`config.mk`:
```
export PLATFORM = sky130hd
export DESIGN_NAME = one_wire_bus_master_core
export DESIGN_NICKNAME = d
export VERILOG_FILES = /design/src/rtl/ow_pkg.sv /design/src/rtl/ow_cfg.sv /design/src/rtl/ow_step.sv /design/src/rtl/one_wire_bus_master_core.sv
export SDC_FILE = /design/constraint.sdc
export NUM_CORES = 1
export LEC_CHECK = 0
export BUFFER_PORTS_ARGS = -buffer_cell sky130_fd_sc_hd__clkbuf_2
export CAP_MARGIN = 10
export CORE_ASPECT_RATIO = 1.1
export CORE_MARGIN = 2
export CORE_UTILIZATION = 60
export CTS_BUF_LIST = sky130_fd_sc_hd__clkbuf_4 sky130_fd_sc_hd__clkbuf_8 sky130_fd_sc_hd__clkbuf_16
export DETAILED_ROUTE_END_ITERATION = 10
export PLACE_DENSITY_LB_ADDON = 0.12
export SYNTH_ARGS = -nofsm -noshare
export SYNTH_HDL_FRONTEND = slang
export SYNTH_SLANG_ARGS = --single-unit
```
`constraint.sdc`:
```
create_clock -name clk -period 19.3 [get_ports clk]
set_clock_uncertainty 0.1 [all_clocks]
set_input_delay 1.93 -clock clk [delete_from_list [all_inputs] [get_ports clk]]
set_output_delay 1.93 -clock clk [all_outputs]
set_load 0.1 [all_outputs]
```
`src/rtl/ow_pkg.sv`:
```
// Package: shared types, codes, and helpers of the 1-Wire bus master.
`default_nettype none
package ow_pkg;

  localparam int COUNT_W = 10;
  localparam int LIM_W = 10;
  localparam int CMP_W = (COUNT_W > LIM_W) ? COUNT_W : LIM_W;

  localparam logic [2:0] FN_TICK  = 3'd0;
  localparam logic [2:0] FN_RESET = 3'd1;
  localparam logic [2:0] FN_WBYTE = 3'd2;
  localparam logic [2:0] FN_RBYTE = 3'd3;
  localparam logic [2:0] FN_WBIT  = 3'd4;
  localparam logic [2:0] FN_RBIT  = 3'd5;

  localparam logic [2:0] RI_RESET_LOW   = 3'd0;
  localparam logic [2:0] RI_PRES_WAIT   = 3'd1;
  localparam logic [2:0] RI_RESET_REC   = 3'd2;
  localparam logic [2:0] RI_SHORT_LOW   = 3'd3;
  localparam logic [2:0] RI_READ_SAMPLE = 3'd4;
  localparam logic [2:0] RI_SLOT_LEN    = 3'd5;
  localparam logic [2:0] RI_ZERO_LOW    = 3'd6;
  localparam logic [2:0] RI_BIT_GAP     = 3'd7;

  localparam logic [1:0] ST_OK       = 2'd0;
  localparam logic [1:0] ST_NO_PRES  = 2'd1;
  localparam logic [1:0] ST_BUS_ERR  = 2'd2;

  typedef enum logic [7:0] {
    PH_IDLE  = 8'b0000_0001,
    PH_RLOW  = 8'b0000_0010,
    PH_RWAIT = 8'b0000_0100,
    PH_RREC  = 8'b0000_1000,
    PH_SLOW  = 8'b0001_0000,
    PH_SREL  = 8'b0010_0000,
    PH_SFILL = 8'b0100_0000,
    PH_GAP   = 8'b1000_0000
  } phase_t;

  typedef struct packed {
    logic [9:0] reset_low_time;
    logic [7:0] presence_wait;
    logic [9:0] reset_recovery;
    logic [5:0] short_low_time;
    logic [5:0] read_sample_wait;
    logic [7:0] slot_length;
    logic [7:0] write_zero_low_time;
    logic [3:0] bit_gap;
  } ow_cfg_t;

  typedef struct packed {
    phase_t               phase;
    logic [COUNT_W-1:0]   tick_count;
    logic [2:0]           bit_index;
    logic [7:0]           shift_byte;
    logic [2:0]           command_kind;
    logic [1:0]           presence_flag;
  } ow_state_t;

  typedef struct packed {
    logic       rejected;
    logic [1:0] status;
    logic [7:0] rx_data;
    logic       done_res;
    logic       busy_res;
    logic       drive_low;
  } ow_res_t;

  function automatic logic [LIM_W-1:0] at_least_one(input logic [LIM_W-1:0] v);
    return (v == '0) ? LIM_W'(1) : v;
  endfunction

endpackage
`default_nettype wire

```
`src/rtl/ow_cfg.sv`:
```
// Timing configuration registers of the 1-Wire bus master.
`default_nettype none
module ow_cfg (
  input  wire logic          clk,
  input  wire logic          rst_n,
  input  wire logic          cfg_valid,
  output logic               cfg_ready,
  input  wire logic [2:0]    cfg_index,
  input  wire logic [9:0]    cfg_data,
  output ow_pkg::ow_cfg_t    cfg
);
  import ow_pkg::*;

  ow_cfg_t cfg_r;
  ow_cfg_t cfg_nxt;

  assign cfg_ready = 1'b1;
  assign cfg = cfg_r;

  always_comb begin
    cfg_nxt = cfg_r;
    if (cfg_valid) begin
      case (cfg_index)
        RI_RESET_LOW:   cfg_nxt.reset_low_time = cfg_data;
        RI_PRES_WAIT:   cfg_nxt.presence_wait = cfg_data[7:0];
        RI_RESET_REC:   cfg_nxt.reset_recovery = cfg_data;
        RI_SHORT_LOW:   cfg_nxt.short_low_time = cfg_data[5:0];
        RI_READ_SAMPLE: cfg_nxt.read_sample_wait = cfg_data[5:0];
        RI_SLOT_LEN:    cfg_nxt.slot_length = cfg_data[7:0];
        RI_ZERO_LOW:    cfg_nxt.write_zero_low_time = cfg_data[7:0];
        RI_BIT_GAP:     cfg_nxt.bit_gap = cfg_data[3:0];
        default:        cfg_nxt = cfg_r;
      endcase
    end
  end

  always_ff @(posedge clk) begin
    if (!rst_n) begin
      cfg_r.reset_low_time      <= 10'd480;
      cfg_r.presence_wait       <= 8'd70;
      cfg_r.reset_recovery      <= 10'd410;
      cfg_r.short_low_time      <= 6'd6;
      cfg_r.read_sample_wait    <= 6'd9;
      cfg_r.slot_length         <= 8'd70;
      cfg_r.write_zero_low_time <= 8'd60;
      cfg_r.bit_gap             <= 4'd1;
    end else begin
      cfg_r <= cfg_nxt;
    end
  end

endmodule
`default_nettype wire

```
`src/rtl/ow_step.sv`:
```
// Next-state and result logic for one item of the 1-Wire bus master.
`default_nettype none
module ow_step (
  input  wire ow_pkg::ow_cfg_t   cfg,
  input  wire ow_pkg::ow_state_t cur,
  input  wire logic [2:0]        func,
  input  wire logic [7:0]        tx_data,
  input  wire logic              line_level,
  output ow_pkg::ow_state_t      nxt,
  output ow_pkg::ow_res_t        res
);
  import ow_pkg::*;

  localparam logic [COUNT_W-1:0] CNT_MAX = {COUNT_W{1'b1}};

  logic [COUNT_W-1:0] tc_inc;
  logic [LIM_W-1:0]   lim;
  logic [LIM_W-1:0]   low_len;
  logic [LIM_W-1:0]   rsw_len;
  logic [8:0]         used;
  logic [7:0]         fill_len;
  logic               is_read;
  logic               ended;
  logic               do_fill;
  logic               do_after;
  logic               do_next;
  logic               fin;
  ow_state_t          n;
  ow_res_t            r;

  always_comb begin
    is_read = (cur.command_kind == FN_RBYTE) || (cur.command_kind == FN_RBIT);
    rsw_len = at_least_one(LIM_W'(cfg.read_sample_wait));
    if (!is_read && !cur.shift_byte[0]) begin
      low_len = at_least_one(LIM_W'(cfg.write_zero_low_time));
    end else begin
      low_len = at_least_one(LIM_W'(cfg.short_low_time));
    end
    used = 9'(low_len) + (is_read ? 9'(rsw_len) : 9'd0);
    fill_len = (9'(cfg.slot_length) > used) ? 8'(9'(cfg.slot_length) - used) : 8'd0;
    tc_inc = (cur.tick_count < CNT_MAX) ? cur.tick_count + 1'b1 : cur.tick_count;

    case (cur.phase)
      PH_RLOW:  lim = at_least_one(cfg.reset_low_time);
      PH_RWAIT: lim = at_least_one(LIM_W'(cfg.presence_wait));
      PH_RREC:  lim = at_least_one(cfg.reset_recovery);
      PH_SLOW:  lim = low_len;
      PH_SREL:  lim = rsw_len;
      PH_SFILL: lim = LIM_W'(fill_len);
      PH_GAP:   lim = at_least_one(LIM_W'(cfg.bit_gap));
      default:  lim = '0;
    endcase
    ended = (CMP_W'(tc_inc) >= CMP_W'(lim)) || (tc_inc == CNT_MAX);

    n = cur;
    r = '0;
    do_fill = 1'b0;
    do_after = 1'b0;
    do_next = 1'b0;
    fin = 1'b0;

    if (func inside {FN_RESET, FN_WBYTE, FN_RBYTE, FN_WBIT, FN_RBIT}) begin
      if (cur.phase != PH_IDLE) begin
        r.rejected = 1'b1;
      end else begin
        n.command_kind = func;
        n.tick_count = '0;
        n.bit_index = '0;
        if (func == FN_RESET) begin
          n.phase = PH_RLOW;
          n.presence_flag = ST_OK;
        end else begin
          n.phase = PH_SLOW;
          if (func == FN_WBIT) begin
            n.shift_byte = {7'd0, tx_data[0]};
          end else if (func == FN_WBYTE) begin
            n.shift_byte = tx_data;
          end else begin
            n.shift_byte = '0;
          end
        end
      end
    end else if (func == FN_TICK && cur.phase != PH_IDLE) begin
      n.tick_count = tc_inc;
      if (ended) begin
        n.tick_count = '0;
        case (cur.phase)
          PH_RLOW: n.phase = PH_RWAIT;
          PH_RWAIT: begin
            n.presence_flag = line_level ? ST_NO_PRES : ST_OK;
            n.phase = PH_RREC;
          end
          PH_RREC: begin
            if (!line_level) begin
              n.presence_flag = ST_BUS_ERR;
            end
            r.status = n.presence_flag;
            fin = 1'b1;
          end
          PH_SLOW: begin
            if (is_read) begin
              n.phase = PH_SREL;
            end else begin
              do_fill = 1'b1;
            end
          end
          PH_SREL: begin
            n.shift_byte = {line_level, cur.shift_byte[7:1]};
            do_fill = 1'b1;
          end
          PH_SFILL: do_after = 1'b1;
          PH_GAP:   do_next = 1'b1;
          default:  n.phase = PH_IDLE;
        endcase

        if (do_fill) begin
          if (fill_len == 8'd0) begin
            do_after = 1'b1;
          end else begin
            n.phase = PH_SFILL;
          end
        end
        if (do_after) begin
          if (cur.command_kind == FN_WBIT || cur.command_kind == FN_RBIT) begin
            fin = 1'b1;
          end else begin
            if (cur.command_kind == FN_WBYTE) begin
              n.shift_byte = {1'b0, n.shift_byte[7:1]};
            end
            if (cfg.bit_gap != 4'd0) begin
              n.phase = PH_GAP;
            end else begin
              do_next = 1'b1;
            end
          end
        end
        if (do_next) begin
          if (cur.bit_index == 3'd7) begin
            fin = 1'b1;
          end else begin
            n.bit_index = cur.bit_index + 3'd1;
            n.phase = PH_SLOW;
          end
        end
        if (fin) begin
          n.phase = PH_IDLE;
          n.tick_count = '0;
          r.done_res = 1'b1;
          if (cur.command_kind == FN_RBYTE) begin
            r.rx_data = n.shift_byte;
          end else if (cur.command_kind == FN_RBIT) begin
            r.rx_data = {7'd0, n.shift_byte[7]};
          end
        end
      end
    end else if (func == FN_TICK && cur.phase == PH_IDLE) begin
      n = cur;
    end

    r.drive_low = (n.phase == PH_RLOW) || (n.phase == PH_SLOW);
    r.busy_res = (n.phase != PH_IDLE);
    nxt = n;
    res = r;
  end

endmodule
`default_nettype wire

```
`src/rtl/one_wire_bus_master_core.sv`:
```
// Top level of the 1-Wire bus master: input register, state, and result register.
// The core takes one beat per clock whenever the result side keeps taking beats,
// either a command or a microsecond tick carrying the sampled bus level, and
// returns exactly one result beat for each input beat, in order. A beat is
// registered in the input register on entry, the timing state machine advances
// once the output register is free, and the result lands in the output register,
// where it is offered. The output register frees as it is read, so a new beat is
// taken in the same clock that a waiting result leaves. Timing registers are
// written through the configuration channel, which is always ready, and should
// only change while the bus is idle.
`default_nettype none
module one_wire_bus_master_core (
  input  wire logic        clk,
  input  wire logic        rst_n,
  input  wire logic        in_tvalid,
  output logic             in_tready,
  input  wire logic [15:0] in_tdata,   // tx_data [7:0], line_level [8], zero [15:9]
  input  wire logic [2:0]  in_tuser,   // func [2:0]
  output logic             out_tvalid,
  input  wire logic        out_tready,
  output logic [15:0]      out_tdata,  // drive_low [0], busy_res [1], done_res [2],
                                       // rx_data [10:3], status [12:11], rejected [13],
                                       // zero [15:14]
  input  wire logic        cfg_valid,
  output logic             cfg_ready,
  input  wire logic [2:0]  cfg_index,
  input  wire logic [9:0]  cfg_data
);
  import ow_pkg::*;

  ow_cfg_t   cfg;
  ow_state_t state_r;
  ow_state_t state_nxt;
  ow_res_t   res_nxt;
  ow_res_t   res_r;
  logic      in_v_r;
  logic [2:0] func_r;
  logic [7:0] tx_r;
  logic      line_r;
  logic      out_v_r;
  logic      advance;

  ow_cfg u_cfg (
    .clk       (clk),
    .rst_n     (rst_n),
    .cfg_valid (cfg_valid),
    .cfg_ready (cfg_ready),
    .cfg_index (cfg_index),
    .cfg_data  (cfg_data),
    .cfg       (cfg)
  );

  ow_step u_step (
    .cfg        (cfg),
    .cur        (state_r),
    .func       (func_r),
    .tx_data    (tx_r),
    .line_level (line_r),
    .nxt        (state_nxt),
    .res        (res_nxt)
  );

  assign advance   = in_v_r && (!out_v_r || out_tready);
  assign in_tready = !in_v_r || advance;
  assign out_tvalid = out_v_r;
  assign out_tdata = {2'b00, res_r};

  always_ff @(posedge clk) begin
    if (!rst_n) begin
      in_v_r <= 1'b0;
    end else if (in_tready) begin
      in_v_r <= in_tvalid;
    end
  end

  always_ff @(posedge clk) begin
    if (in_tready && in_tvalid) begin
      func_r <= in_tuser;
      tx_r   <= in_tdata[7:0];
      line_r <= in_tdata[8];
    end
  end

  always_ff @(posedge clk) begin
    if (!rst_n) begin
      state_r.phase         <= PH_IDLE;
      state_r.tick_count    <= '0;
      state_r.bit_index     <= '0;
      state_r.shift_byte    <= '0;
      state_r.command_kind  <= '0;
      state_r.presence_flag <= '0;
    end else if (advance) begin
      state_r <= state_nxt;
    end
  end

  always_ff @(posedge clk) begin
    if (!rst_n) begin
      out_v_r <= 1'b0;
    end else if (advance) begin
      out_v_r <= 1'b1;
    end else if (out_tready) begin
      out_v_r <= 1'b0;
    end
  end

  always_ff @(posedge clk) begin
    if (advance) begin
      res_r <= res_nxt;
    end
  end

  a_reject_busy: assert property (@(posedge clk) disable iff (!rst_n)
    (out_v_r && res_r.rejected) |-> res_r.busy_res)
    else $error("rejected command reported while idle");

  a_done_idle: assert property (@(posedge clk) disable iff (!rst_n)
    (out_v_r && res_r.done_res) |-> !res_r.busy_res)
    else $error("completion reported while still busy");

  a_drive_busy: assert property (@(posedge clk) disable iff (!rst_n)
    (out_v_r && res_r.drive_low) |-> res_r.busy_res)
    else $error("bus driven low while idle");

  a_state_hold: assert property (@(posedge clk) disable iff (!rst_n)
    (!advance && $past(rst_n)) |=> $stable(state_r))
    else $error("state changed without an item");

  a_status_done: assert property (@(posedge clk) disable iff (!rst_n)
    (out_v_r && res_r.status != ST_OK) |-> res_r.done_res)
    else $error("status reported without completion");

endmodule
`default_nettype wire
```
==> impl_results.md, run 1 <==
* Status: finished clean
* Total track usage at 30.19%
* Max-slew violations at 0
* Worst-path fanout max at 17
* ANT cells at 0
* DRT Pass-1 Iters at 6
* Remaining global-route overflow at 0
* WS Path Type: reg -> reg
* Detail Placement HPWL at 12.87 mm
* Worst r2r dst: out_tdata[1]
* Hold slack at 352.8 ps
* Max-Slew Margin vs Limit at 20.43%
* Prevailing post-synth register cell: dfxtp_1
* Actual slew at the worst max-slew pin at 1184 ps
* Root buf cell: clkbuf_16
* 1st-iter DRT viols at 397
* Startpoint Class: register
* Yosys cell types at 73
* R2r setup slk at 11700 ps
* DIE WIDTH at 106.4 um
* Post-synthesis register bit count at 122
* Bufs and invs on worst path at 3
* Yosys Warn Count at 0
* Synth Cell Area at 6917 um^2
* CP required at 19340 ps
* Hold Path Depth at 2
* Post-detailed-routing wire length at 17.87 mm
* Period minus WS final at 7597 ps
* Cell with the most instances after synthesis: nand2_1
* Final net count at 911
* Crit. End Element: register
* RSZ-0062 raised after global routing: false
* Max clock buf depth at 2
* Synth cell count leaders: nand2_1 (145), dfxtp_1 (96), nor2_1 (80)
* RePlAce Congestion at 0.9324
* Hold_sp: u_cfg.cfg[50]
* Synthesized area per cell at 8.435 um^2
* Pwr dens at 86.18 nW/um^2
* FF-to-FF Start: state_r[4]
* Ys async rst share at 0%
* Vias at 6223
* # H-tree levels at 4
* Area fraction of the dominant cell type after synthesis at 27.79%
* Hold-fix buffers at CTS at 0
* Max Cap Violations at 0
* Arr. time, crit path at 7640 ps
* Clk pin slew, worst setup/hold paths at 60 ps
* CP max-delay cell: a21oi_2
* Total CTS buffers at 17
* Critical Path Source: state_r[4]
* Mapped Cells at 820
* Antenna violations before repair at 0
* WL/cell at 17.73 um
* First-pass GRT wire length at 29.04 mm
* Tcrit/Tclk final at 39.36%
* R2R depth at 29
* CP delay by family, top: compound AO/OA/AOI/OAI gates
* Synth area leaders: dfxtp_1 (28%), edfxtp_1 (11%), nand2_1 (7.9%)
* Ratio of cells with drive above 1 in the final layout at 12.59%
* Fin. Hold Viols at 0
* PortBufs at 45
* Max VDD drop at 67.33 uV
* Leak at 3.014 nW
* CTS sink count at 122
* FP Rows at 41
* CP dominant cell by count: ha_1
* Seq/Total Area, Yosys at 39.07%
* Vias in the first global route at 5857
* TNS Setup at 0 ps
* Clock Latency Late Sink at 430 ps
* Worst hold path type: reg -> reg
* Max Clk Rate at 0.1316 GHz
* Cell taking the most area after synthesis: dfxtp_1
* Fillers at 939
* Remaining DRCs at 0
* Setup violators final at 0
* Core box area at 11340 um^2
* Routed Antenna Nets at 0
* Largest net degree at the start of global routing at 52
* CTS tree: yes
* Hold EP: u_cfg.cfg[50]
* Via density at 6.174
* Area growth syn-to-layout at 12.28%
* Max incr delay on CP at 490 ps
* Post-CTS Setup Repair Bufs at 0
* DIE AREA at 12400 um^2
* CTS-repair resized insts at 0
* Initial core utilization at 61.01%
* Post-synth EDFFs at 26
* Die Ht at 116.6 um
* I/O Pins at 56
## how the worst max path moves through the flow
stage	slack, ps	cells past startpoint	endpoint
floorplan	13070	27	out_tdata[1]
global placement	12080	29	out_tdata[1]
detailed placement	11950	29	out_tdata[1]
CTS	11840	29	out_tdata[1]
global route	11200	29	out_tdata[1]
finish	11700	29	out_tdata[1]
## routing by layer
metal / wire length (um) / global-route usage [%] / up-vias
li1: - / - / 3027
met1: 7409 / 36.14 / 2899
met2: 8627 / 51.84 / 250
met3: 1180 / 6.473 / 47
met4: 653 / 14.82 / 0
met5: 0 / 0 / -
## layout make-up
class	instances	area (um^2)	area share, %
multi-input cells	642	3981	51.26
flip-flops and latches	122	2703	34.80
clock buffers	24	478.0	6.154
repair buffers	47	240.2	3.093
well taps	150	187.7	2.417
clock inverters	8	120.1	1.547
inverters	15	56.30	0.7250
## report_power, final
part	total (mW)	internal, mW	switching [mW]
registers	0.276	0.269	0.00704
logic	0.0735	0.0221	0.0514
clock network	0.320	0.212	0.109
total	0.669	0.502	0.167
## registers in the layout, summed over array words and instances, names as in the netlist
| signal | flops |
|---|---|
| u_cfg.cfg | 60 |
| state_r | 34 |
| out_tdata | 14 |
| tx_r | 8 |
| func_r | 3 |
| in_v_r | 1 |
| line_r | 1 |
| out_tvalid | 1 |
## cells by family after synthesis
logic type	synth area share, %
compound gates	19.10
simple gates	25.94
other cells	0.1086
buf+inv	3.419
flops	39.07
xor+xnor	2.243
fa+ha+maj	5.463
mux	4.649
## per-stage QoR
step	cells	area [um^2]	total power, mW	utilization (%)	worst slack (ps)
2_1_floorplan	821	6920	0.3352	-	13070
3_3_place_gp	976	7168	0.3513	63.23	12080
3_5_place_dp	976	7168	0.3528	63.23	11950
4_1_cts	1008	7766	0.6703	68.50	11840
5_1_grt	1008	7766	0.6887	68.50	11200
6_report	1008	7766	0.6693	68.50	11700
## placed cells by master, fill, tap and decap left out, types with 5 or more instances in the layout
master	n
nor2b_1	15
nand3_1	34
and2_1	8
o21ai_1	8
or3_1	7
nor4_1	9
xnor2_1	9
clkbuf_16	17
o21ai_0	20
nor3_1	24
nand4_1	14
a21o_1	9
a21oi_1	59
inv_1	14
ha_1	27
nor2_1	80
a222oi_1	5
edfxtp_1	26
mux2_2	9
clkbuf_2	45
clkbuf_4	7
o211ai_1	5
nand2_1	145
and3_1	11
mux2i_1	22
nand2b_1	13
o221ai_1	7
xor2_1	5
a22oi_1	22
dfxtp_1	96
## worst min-delay path, stage by stage (launching register included)
cell and delay, ps:
dfxtp_1 300, nand2_1 50, a21oi_1 50
No activity file was read; power rests on OpenSTA's default activity.
==> run 2: changes to the inputs <==
--- a/config.mk
+++ b/config.mk
@@ -9,7 +9,7 @@
 export CAP_MARGIN = 10
 export CORE_ASPECT_RATIO = 1.1
 export CORE_MARGIN = 2
-export CORE_UTILIZATION = 60
+export CORE_UTILIZATION = 55
 export CTS_BUF_LIST = sky130_fd_sc_hd__clkbuf_4 sky130_fd_sc_hd__clkbuf_8 sky130_fd_sc_hd__clkbuf_16
 export DETAILED_ROUTE_END_ITERATION = 10
 export PLACE_DENSITY_LB_ADDON = 0.12
==> constraint.sdc (replaced) <==
create_clock -name clk -period 6.4 [get_ports clk]
set_clock_uncertainty 0.1 [all_clocks]
set_input_delay 0.64 -clock clk [delete_from_list [all_inputs] [get_ports clk]]
set_output_delay 0.64 -clock clk [all_outputs]
set_load 0.1 [all_outputs]
==> impl_results.md, run 2 (synthesized netlist as in run 1, its figures left out) <==
* Arr. time, crit path at 6340 ps
* Ratio of cells with drive above 1 in the final layout at 21.35%
* Post-detailed-routing wire length at 19.59 mm
* Max-Slew Margin vs Limit at 15.05%
* DIE AREA at 13490 um^2
* Worst hold path type: in -> reg
* Max incr delay on CP at 510 ps
* FP Rows at 42
* DRT Pass-1 Iters at 6
* Max Clk Rate at 0.1588 GHz
* Leak at 3.365 nW
* Max-slew violations at 0
* I/O Pins at 56
* PortBufs at 45
* Max reg flops at 60
* Most frequent cells in the layout: nand2_1 (144), dfxtp_1 (96), nor2_1 (75), buf_4 (58), a21oi_1 (54)
* TNS Setup at 0 ps
* CP delay by family, top: compound AO/OA/AOI/OAI gates
* Routed Antenna Nets at 0
* ANT cells at 0
* Via density at 6.205
* Post-layout util at 69.56%
* Setup ws final at 101.4 ps
* Worst-path fanout max at 5
* Remaining global-route overflow at 0
* Total power at 2.115 mW
* Total CTS buffers at 17
* Area growth syn-to-layout at 22.09%
* Root buf cell: clkbuf_16
* Setup violators final at 0
* RSZ-0062 raised after global routing: true
* Max Cap Violations at 0
* Vias in the first global route at 6185
* Pwr dens at 250.5 nW/um^2
* Clk pin slew, worst setup/hold paths at 60 ps
* Fin. Hold Viols at 0
* RePlAce Congestion at 0.9221
* CTS sink count at 122
* Vias at 6652
* Status: finished clean
* Clock Latency Late Sink at 420 ps
* Period minus WS final at 6299 ps
* First-pass GRT wire length at 30.73 mm
* Fin cells at 1072
* WL/cell at 18.28 um
* Commonest non-fill, non-tap cell in the layout: nand2_1
* Tcrit/Tclk final at 98.42%
* Antenna violations before repair at 0
* CTS tree: yes
* WS Path Type: reg -> reg
* Largest net degree at the start of global routing at 41
* Initial core utilization at 56.98%
* Placed Cells at 1026
* Bufs and invs on worst path at 3
* CP required at 6450 ps
* Max clock buf depth at 2
* Die Ht at 121.6 um
* Startpoint Class: register
* Fillers at 947
* DIE WIDTH at 110.9 um
* Max VDD drop at 187.1 uV
* Pre-CTS setup slack at -241.3 ps
* Hold-fix buffers at CTS at 0
* Actual slew at the worst max-slew pin at 1265 ps
* # H-tree levels at 4
* CP max-delay cell: or4_1
* Core box area at 12140 um^2
* Total track usage at 28.92%
* Final net count at 971
* Detail Placement HPWL at 13.80 mm
* 1st-iter DRT viols at 490
* Remaining DRCs at 0
* Crit. End Element: register
==> run 2: cell count changes in the layout (fill, tap and decap cells not counted), moves of 5 or more <==
| cell | before | now |
|---|---|---|
| clkbuf_8 | 0 | 5 |
| nor2_2 | 0 | 5 |
| nor2_1 | 80 | 75 |
| buf_4 | 2 | 58 |
| clkbuf_4 | 7 | 1 |
| a21oi_1 | 59 | 54 |
==> run 2: routing by layer <==
metal,up-vias,global-route usage (%),part of all wire (%)
met1,3150,35.52,40
met3,54,5.522,7.5
met5,-,0,0
met4,0,12.73,3.7
met2,298,49.92,49
li1,3150,-,-
==> run 2: what timing repair did <==
action                                 in CTS  in global routing
setup endpoints to repair                  25                 44
pin swaps                                   4                 24
setup buffers                               4                 10
endpoints found under the hold margin       0                  0
gates resized for setup                     7                 33
==> run 2: through the flow <==
stage               area, um^2  hold WS, ps
floorplan                 6920        333.2
global placement          7518        343.0
detailed placement        7518        347.0
CTS                       8229        286.1
global route              8444        280.1
finish                    8444        291.2
==> run 2: worst paths after layout <==
check | startpoint | endpoint | slack, ps | depth (start not counted)
max | u_cfg.cfg[27] | out_tdata[1] | 100 | 29
min | in_tdata[0] | tx_r[0] | 290 | 1
max reg2reg | u_cfg.cfg[27] | out_tdata[1] | 100 | 29
min reg2reg | u_cfg.cfg[50] | u_cfg.cfg[50] | 350 | 2
==> run 2: worst register-to-register path, delay by kind of cell (launching register included) <==
family / cells / cell delay (ps)
compound gates: 10 / 1960
simple gates: 10 / 1730
fa+ha+maj: 4 / 1220
buf+inv: 3 / 310
flops: 1 / 310
mux: 1 / 280
xor+xnor: 1 / 160
==> run 2: area by class of cell <==
| cell class | count | area, um^2 | share of cell area [%] |
|---|---|---|---|
| tap | 154 | 192.7 | 2.282 |
| multi-input combinational | 642 | 4134 | 48.96 |
| clock inverter | 7 | 97.59 | 1.156 |
| inverter | 15 | 56.30 | 0.6668 |
| clock buffer | 25 | 551.8 | 6.534 |
| timing repair buffer | 107 | 709.4 | 8.401 |
| sequential | 122 | 2703 | 32.00 |
==> run 2: where the power goes <==
group / internal, mW / switching, mW / total, mW
registers: 0.810 / 0.0201 / 0.830
clock network: 0.678 / 0.348 / 1.03
logic: 0.0913 / 0.168 / 0.260
total: 1.58 / 0.536 / 2.12
